`src/rtl/core/spq_pkg.sv`:
```
package spq_pkg;

    // Store depth and derived widths
    localparam int CAPACITY = 16;
    localparam int CNT_W    = $clog2(CAPACITY + 1);
    localparam int VAL_W    = 32;
    localparam int OCC_W    = 5;

    // Operation codes
    localparam logic OP_INSERT = 1'b0;
    localparam logic OP_ERASE  = 1'b1;

    // Status codes
    localparam logic [1:0] ST_DONE      = 2'd0;
    localparam logic [1:0] ST_FULL      = 2'd1;
    localparam logic [1:0] ST_NOT_FOUND = 2'd2;

    // Input transaction payload
    typedef struct packed {
        logic                    opcode;
        logic signed [VAL_W-1:0] value;
    } t_in;

    // Output transaction payload
    typedef struct packed {
        logic signed [VAL_W-1:0] highest;
        logic                    is_empty;
        logic [OCC_W-1:0]        occupancy;
        logic [1:0]              status;
    } t_out;

    // Operation broadcast to every cell
    typedef struct packed {
        logic ins;
        logic ers;
    } t_ctrl;

    // What a cell shows its neighbors
    typedef struct packed {
        logic signed [VAL_W-1:0] val;
        logic                    valid;
        logic                    le;
    } t_link;

endpackage

```
`src/rtl/core/spq_cell.sv`:
```
module spq_cell (
    input  logic                         i_clk,
    input  logic                         i_rst_n,
    input  spq_pkg::t_ctrl               i_ctrl,
    input  logic signed [spq_pkg::VAL_W-1:0] i_value,
    input  spq_pkg::t_link               i_left,
    input  spq_pkg::t_link               i_right,
    output spq_pkg::t_link               o_link,
    output logic                         o_eq,
    output logic signed [spq_pkg::VAL_W-1:0] o_next_val,
    output logic                         o_next_valid
);
    import spq_pkg::*;

    logic signed [VAL_W-1:0] r_val;
    logic signed [VAL_W-1:0] n_val;
    logic                    r_valid;
    logic                    n_valid;
    logic                    w_le;
    logic                    w_ge;

    // Compare the stored entry against the broadcast value
    assign w_le = r_valid && (r_val <= i_value);
    assign w_ge = r_valid && (r_val >= i_value);
    assign o_eq = r_valid && (r_val == i_value);

    // Keep, take the new value, or shift from a neighbor
    always_comb begin
        n_val   = r_val;
        n_valid = r_valid;
        if (i_ctrl.ins) begin
            if (!w_le) begin
                if (i_left.le) begin
                    n_val   = i_value;
                    n_valid = 1'b1;
                end else begin
                    n_val   = i_left.val;
                    n_valid = i_left.valid;
                end
            end
        end else if (i_ctrl.ers) begin
            if (w_ge) begin
                n_val   = i_right.val;
                n_valid = i_right.valid;
            end
        end
    end

    // Hold the entry
    always_ff @(posedge i_clk) begin
        r_val <= n_val;
        if (!i_rst_n) begin
            r_valid <= 1'b0;
        end else begin
            r_valid <= n_valid;
        end
    end

    assign o_link       = '{val: r_val, valid: r_valid, le: w_le};
    assign o_next_val   = n_val;
    assign o_next_valid = n_valid;

endmodule

```
`src/rtl/core/sorted_priority_queue_top.sv`:
```
// Sorted priority queue: keeps up to CAPACITY signed 32-bit values in ascending order in a
// row of cells, each holding one entry. An insert places the value after any equal entries;
// an erase removes one entry equal to the value. Every transaction produces one result with
// the largest stored value (-1 when empty), an empty flag, the entry count and a status
// (done, insert dropped because full, erase value not found). All cells compare against the
// broadcast value at once and shift by one place, so one transaction is accepted per clock
// while the output register is free or being drained; the result appears in the output register
// in the cycle after acceptance. No clearing pass is needed after reset.
module sorted_priority_queue_top (
    input  logic           i_clk,
    input  logic           i_rst_n,
    input  logic           i_in_valid,
    output logic           o_in_ready,
    input  spq_pkg::t_in   i_in_data,
    output logic           o_out_valid,
    input  logic           i_out_ready,
    output spq_pkg::t_out  o_out_data
);
    import spq_pkg::*;

    t_link                   w_link [CAPACITY];
    logic signed [VAL_W-1:0] w_next_val [CAPACITY];
    logic [CAPACITY-1:0]     w_next_valid;
    logic [CAPACITY-1:0]     w_eq;
    logic [CAPACITY-1:0]     w_valid;
    t_ctrl                   w_ctrl;
    logic                    w_acc;
    logic                    w_full;
    logic                    w_found;
    logic [1:0]              w_status;
    logic signed [VAL_W-1:0] w_high;

    logic [CNT_W-1:0]        r_count;
    logic [CNT_W-1:0]        n_count;
    logic                    r_out_valid;
    t_out                    r_out;

    // Accept while the output register is free or draining
    assign o_in_ready = !r_out_valid || i_out_ready;
    assign w_acc      = i_in_valid && o_in_ready;

    assign w_full  = w_valid[CAPACITY-1];
    assign w_found = |w_eq;

    // Decide the operation for the cells
    always_comb begin
        w_ctrl   = '{ins: 1'b0, ers: 1'b0};
        w_status = ST_DONE;
        if (i_in_data.opcode == OP_INSERT) begin
            if (w_full) begin
                w_status = ST_FULL;
            end else begin
                w_ctrl.ins = w_acc;
            end
        end else begin
            if (!w_found) begin
                w_status = ST_NOT_FOUND;
            end else begin
                w_ctrl.ers = w_acc;
            end
        end
    end

    // Row of cells
    for (genvar g = 0; g < CAPACITY; g++) begin : g_cell
        t_link w_left;
        t_link w_right;
        if (g == 0) begin : g_first
            assign w_left = '{val: '0, valid: 1'b1, le: 1'b1};
        end else begin : g_mid_l
            assign w_left = w_link[g-1];
        end
        if (g == CAPACITY - 1) begin : g_last
            assign w_right = '{val: '0, valid: 1'b0, le: 1'b0};
        end else begin : g_mid_r
            assign w_right = w_link[g+1];
        end
        spq_cell u_cell (
            .i_clk        (i_clk),
            .i_rst_n      (i_rst_n),
            .i_ctrl       (w_ctrl),
            .i_value      (i_in_data.value),
            .i_left       (w_left),
            .i_right      (w_right),
            .o_link       (w_link[g]),
            .o_eq         (w_eq[g]),
            .o_next_val   (w_next_val[g]),
            .o_next_valid (w_next_valid[g])
        );
        assign w_valid[g] = w_link[g].valid;
    end

    // Pick the last valid entry of the updated row
    always_comb begin
        w_high = '1;
        for (int i = 0; i < CAPACITY - 1; i++) begin
            if (w_next_valid[i] && !w_next_valid[i+1]) begin
                w_high = w_next_val[i];
            end
        end
        if (w_next_valid[CAPACITY-1]) begin
            w_high = w_next_val[CAPACITY-1];
        end
    end

    // Advance the entry count
    always_comb begin
        n_count = r_count;
        if (w_ctrl.ins) begin
            n_count = r_count + CNT_W'(1);
        end else if (w_ctrl.ers) begin
            n_count = r_count - CNT_W'(1);
        end
    end

    always_ff @(posedge i_clk) begin
        if (!i_rst_n) begin
            r_count <= '0;
        end else begin
            r_count <= n_count;
        end
    end

    // Hold the result until taken
    always_ff @(posedge i_clk) begin
        if (w_acc) begin
            r_out.highest   <= w_high;
            r_out.is_empty  <= (n_count == '0);
            r_out.occupancy <= OCC_W'(n_count);
            r_out.status    <= w_status;
        end
        if (!i_rst_n) begin
            r_out_valid <= 1'b0;
        end else if (w_acc) begin
            r_out_valid <= 1'b1;
        end else if (i_out_ready) begin
            r_out_valid <= 1'b0;
        end
    end

    assign o_out_valid = r_out_valid;
    assign o_out_data  = r_out;

    // Count matches the occupied cells
    a_count_cells: assert property (@(posedge i_clk) disable iff (!i_rst_n)
        $countones(w_valid) == r_count)
        else $error("entry count differs from occupied cells");

    // Count never exceeds the row
    a_count_max: assert property (@(posedge i_clk) disable iff (!i_rst_n)
        r_count <= CNT_W'(CAPACITY))
        else $error("entry count above capacity");

    // A successful insert grows the count by one
    a_ins_grow: assert property (@(posedge i_clk) disable iff (!i_rst_n)
        w_ctrl.ins |=> r_count == $past(r_count) + CNT_W'(1))
        else $error("insert did not grow count");

    // Empty result reports minus one
    a_empty_high: assert property (@(posedge i_clk) disable iff (!i_rst_n)
        (o_out_valid && o_out_data.is_empty) |-> o_out_data.highest == -32'sd1)
        else $error("empty result with wrong highest");

endmodule

```
`config.mk`:
```
export PLATFORM = sky130hd
export DESIGN_NAME = sorted_priority_queue_top
export DESIGN_NICKNAME = d
export VERILOG_FILES = /design/src/rtl/core/spq_pkg.sv /design/src/rtl/core/spq_cell.sv /design/src/rtl/core/sorted_priority_queue_top.sv
export SDC_FILE = /design/constraint.sdc
export NUM_CORES = 2
export LEC_CHECK = 0
export ABC_AREA = 1
export BUFFER_PORTS_ARGS = -buffer_cell sky130_fd_sc_hd__buf_2
export CORE_MARGIN = 3
export CORE_UTILIZATION = 61
export CTS_BUF_LIST = sky130_fd_sc_hd__clkbuf_4
export DETAILED_ROUTE_END_ITERATION = 12
export GPL_ROUTABILITY_DRIVEN = 0
export PLACE_DENSITY = 0.81
export SKIP_LAST_GASP = 1
export SLEW_MARGIN = 5
export SYNTH_ARGS = -nofsm -noshare
export SYNTH_HDL_FRONTEND = slang
export SYNTH_HIERARCHICAL = 1
export SYNTH_SLANG_ARGS = --single-unit
```
`constraint.sdc`:
```
create_clock -name i_clk -period 4.4 [get_ports i_clk]
set_input_delay 0.44 -clock i_clk [delete_from_list [all_inputs] [get_ports i_clk]]
set_output_delay 0.44 -clock i_clk [all_outputs]
set_load 0.01 [all_outputs]
```
==> impl_metrics.json, run 1 <==
{
  "status": "did not finish",
  "stop_stage": "5_1_grt",
  "firstError": "[ERROR GRT-0232] Routing congestion too high. Check the congestion heatmap in the GUI.",
  "grt_usage": 0.693,
  "cts_max_level": 4,
  "syn-mean-instance-area_um2": 5.85,
  "cts_root_buffer": "clkbuf_4",
  "clock_sinks": 574,
  "yosys_warnings": 6,
  "synth.cell_area_um2": 61700,
  "die_width_um": 324,
  "cts.path.max_buffers": 3,
  "gr-total-overflow": 27,
  "die-height_um": 324,
  "initial_core_util": 0.616,
  "port_buffers": 78,
  "grt_max_degree": 101,
  "cts_made_buffers": 174,
  "worstEpCategory": "sequential cell input",
  "synth_cells": 10500,
  "num_rows": 116,
  "io_pins": 79,
  "hpwl_um": 188000,
  "worst_endpoint": "o_out_data[32]$_DFFE_PP_/D"
}
## through the flow
step	instances	worst slack [ps]	area, µm²	hold WS, ps
after floorplan	10600	55.4	61900	549
after global placement	12900	-1730	73400	537
after detailed placement	12900	-1760	73400	551
after CTS	13500	-334	79100	0.617
## timing repair
item	4_1_cts
endpoints found under the hold margin	66
setup buffers	145
hold buffers	48
resized for setup	412
pin swaps	171
endpoints found under the setup margin	32
gates cloned	17
## routing by layer
layer / overflow / global-route usage
met1: 4 / 0.696
met3: 5 / 0.586
met4: 5 / 0.656
met5: 0 / 0.395
met2: 13 / 0.821
==> run 2: changes to the inputs <==
CORE_UTILIZATION = 40   (was 61)
CTS_BUF_LIST = unset   (was sky130_fd_sc_hd__clkbuf_4)
PLACE_DENSITY = unset   (was 0.81)
PLACE_DENSITY_LB_ADDON = 0.15   (was unset)
clock period = 5.7 ns   (was 4.4 ns; I/O delays follow)
==> impl_metrics.json, run 2 <==
{
  "fmax_ghz": 0.182,
  "grt_pass1_wl_um": 374000,
  "yosys_warnings": 6,
  "path_class": "register to register",
  "drt_first_pass_iters": 6,
  "drt_wl_total_um": 243000,
  "final_common_cell": "nand2_1",
  "slew_headroom": 0.323,
  "hpwl_um": 185000,
  "final_cell_mix": "nand2_1, inv_1, nand3_1",
  "cts_max_level": 3,
  "largest_reg_flops": 512,
  "synth_cells": 10500,
  "fin_crit_sh": 0.966,
  "worstPathRequired_ps": 6280,
  "io_pins": 79,
  "cp_max_fo": 15,
  "drt_iter0_markers": 6462,
  "crit_slowest_cell": "nor4_4",
  "cts_made_buffers": 81,
  "num_rows": 143,
  "syn-mean-instance-area_um2": 5.85,
  "drv_cap": 0,
  "antenna_found_initial": 1,
  "finalNetCount": 11400,
  "cts_root_buffer": "clkbuf_16",
  "power_density_nw_per_um2": 436,
  "finalSetupViolations": 0,
  "cts_tree": "built",
  "fin_skew_ps": 48.3,
  "cp.arrival_ps": 6090,
  "ant_nets": 0,
  "vdd_drop_max_mv": 0.263,
  "slew_violations": 0,
  "initial_core_util": 0.404,
  "total_power_mw": 30.6,
  "gr-total-overflow": 0,
  "port_buffers": 78,
  "core_um2": 153000,
  "min_period_ps": 5510,
  "crit_top_cell": "nand2_1",
  "hp-class": "input port to register",
  "grt_pass1_vias": 64200,
  "route.detailed.drc": 0,
  "multiInputGateArea_um2": 40200,
  "die_area_um2": 159000,
  "drive_gt1_frac": 0.106,
  "setup-tns-final_ps": 0,
  "hold_viol_final": 0,
  "leakage_nw": 39.1,
  "start_kind": "register",
  "die-height_um": 399,
  "synth.cell_area_um2": 61700,
  "grt_usage": 0.297,
  "cts-hold-fix-buffers": 0,
  "placed_cell_area_um2": 67300,
  "worst_pin_slew_ps": 1020,
  "cts.path.max_buffers": 3,
  "register_area_um2": 11900,
  "vias_per_cell": 5.31,
  "syn_to_final_growth_pct": 13.6,
  "clock_sinks": 574,
  "clk_pin_slew_ps": 60,
  "diodes": 0,
  "max_stage_delay_ps": 380,
  "fillCellCount": 16100,
  "grt_max_degree": 112,
  "avgRoutedWirePerCell_um": 18.8,
  "fin_area_um2": 70100,
  "status": "complete, no violations",
  "die_width_um": 399,
  "end_kind": "register",
  "clk_latency_ps": 730,
  "vias": 68600,
  "top_register": "g_cell.u_cell/r_val"
}
==> run 2: per-layer routing <==
metal	vias to the layer above	GRT usage	routed length [µm]
met5	-	0	0
met4	0	0.101	8120
met3	422	0.0404	17300
met2	2350	0.475	108000
met1	32100	0.407	109000
li1	33800	-	-
==> run 2: power breakdown <==
part | switching, mW | internal [mW]
Clock | 2.28 | 3.00
Combinational | 11.0 | 6.17
Sequential | 2.26 | 5.89
Total | 15.5 | 15.1
==> run 2: layout make-up <==
cell class                      count  area share
Multi-Input combinational cell   7780       0.573
Sequential cell                   574       0.170
Timing Repair Buffer              741      0.0945
Inverter                         1654      0.0886
Tap cell                         2030      0.0362
Clock buffer                      115      0.0327
Clock inverter                     32     0.00505
==> run 2: path summary, 6_finish.rpt <==
| path | slack (ps) | cells after the start | end | startpoint |
|---|---|---|---|---|
| worst max-delay path | 190 | 39 | o_out_data[25]$_DFFE_PP_ | g_cell[0].u_cell/r_val[27]$_DFF_P_ |
| worst min-delay path | 190 | 4 | o_out_valid$_SDFFE_PN0P_ | i_out_ready |
| worst max register to register | 190 | 39 | o_out_data[25]$_DFFE_PP_ | g_cell[0].u_cell/r_val[27]$_DFF_P_ |
| worst min register to register | 520 | 2 | o_out_valid$_SDFFE_PN0P_ | o_out_valid$_SDFFE_PN0P_ |
==> run 2: metrics by stage <==
stage | cells | utilization | hold slack (ps) | setup slack [ps]
after global placement | 12800 | 0.441 | 493 | -843
after global routing | 12900 | 0.459 | 222 | -23.0
after detailed placement | 12800 | 0.441 | 512 | -837
after CTS | 12900 | 0.459 | 148 | 5.74
final | 12900 | 0.459 | 193 | 194
after floorplan | 10600 | - | 549 | 1230
==> run 2: worst max-delay path: cells and delay by family, from the launching register on <==
family          cells  cell delay (ps)
buf+inv            12             1660
simple gates       24             2770
fa+ha+maj           1              290
flops               1              330
compound gates      2              250
==> run 2: repair_timing <==
item,CTS,global route
gates resized for setup,2,24
endpoints found under the hold margin,0,0
pin swaps,0,2
setup endpoints to repair,29,32
setup buffers,0,3
No activity file was read; power rests on OpenSTA's default activity.
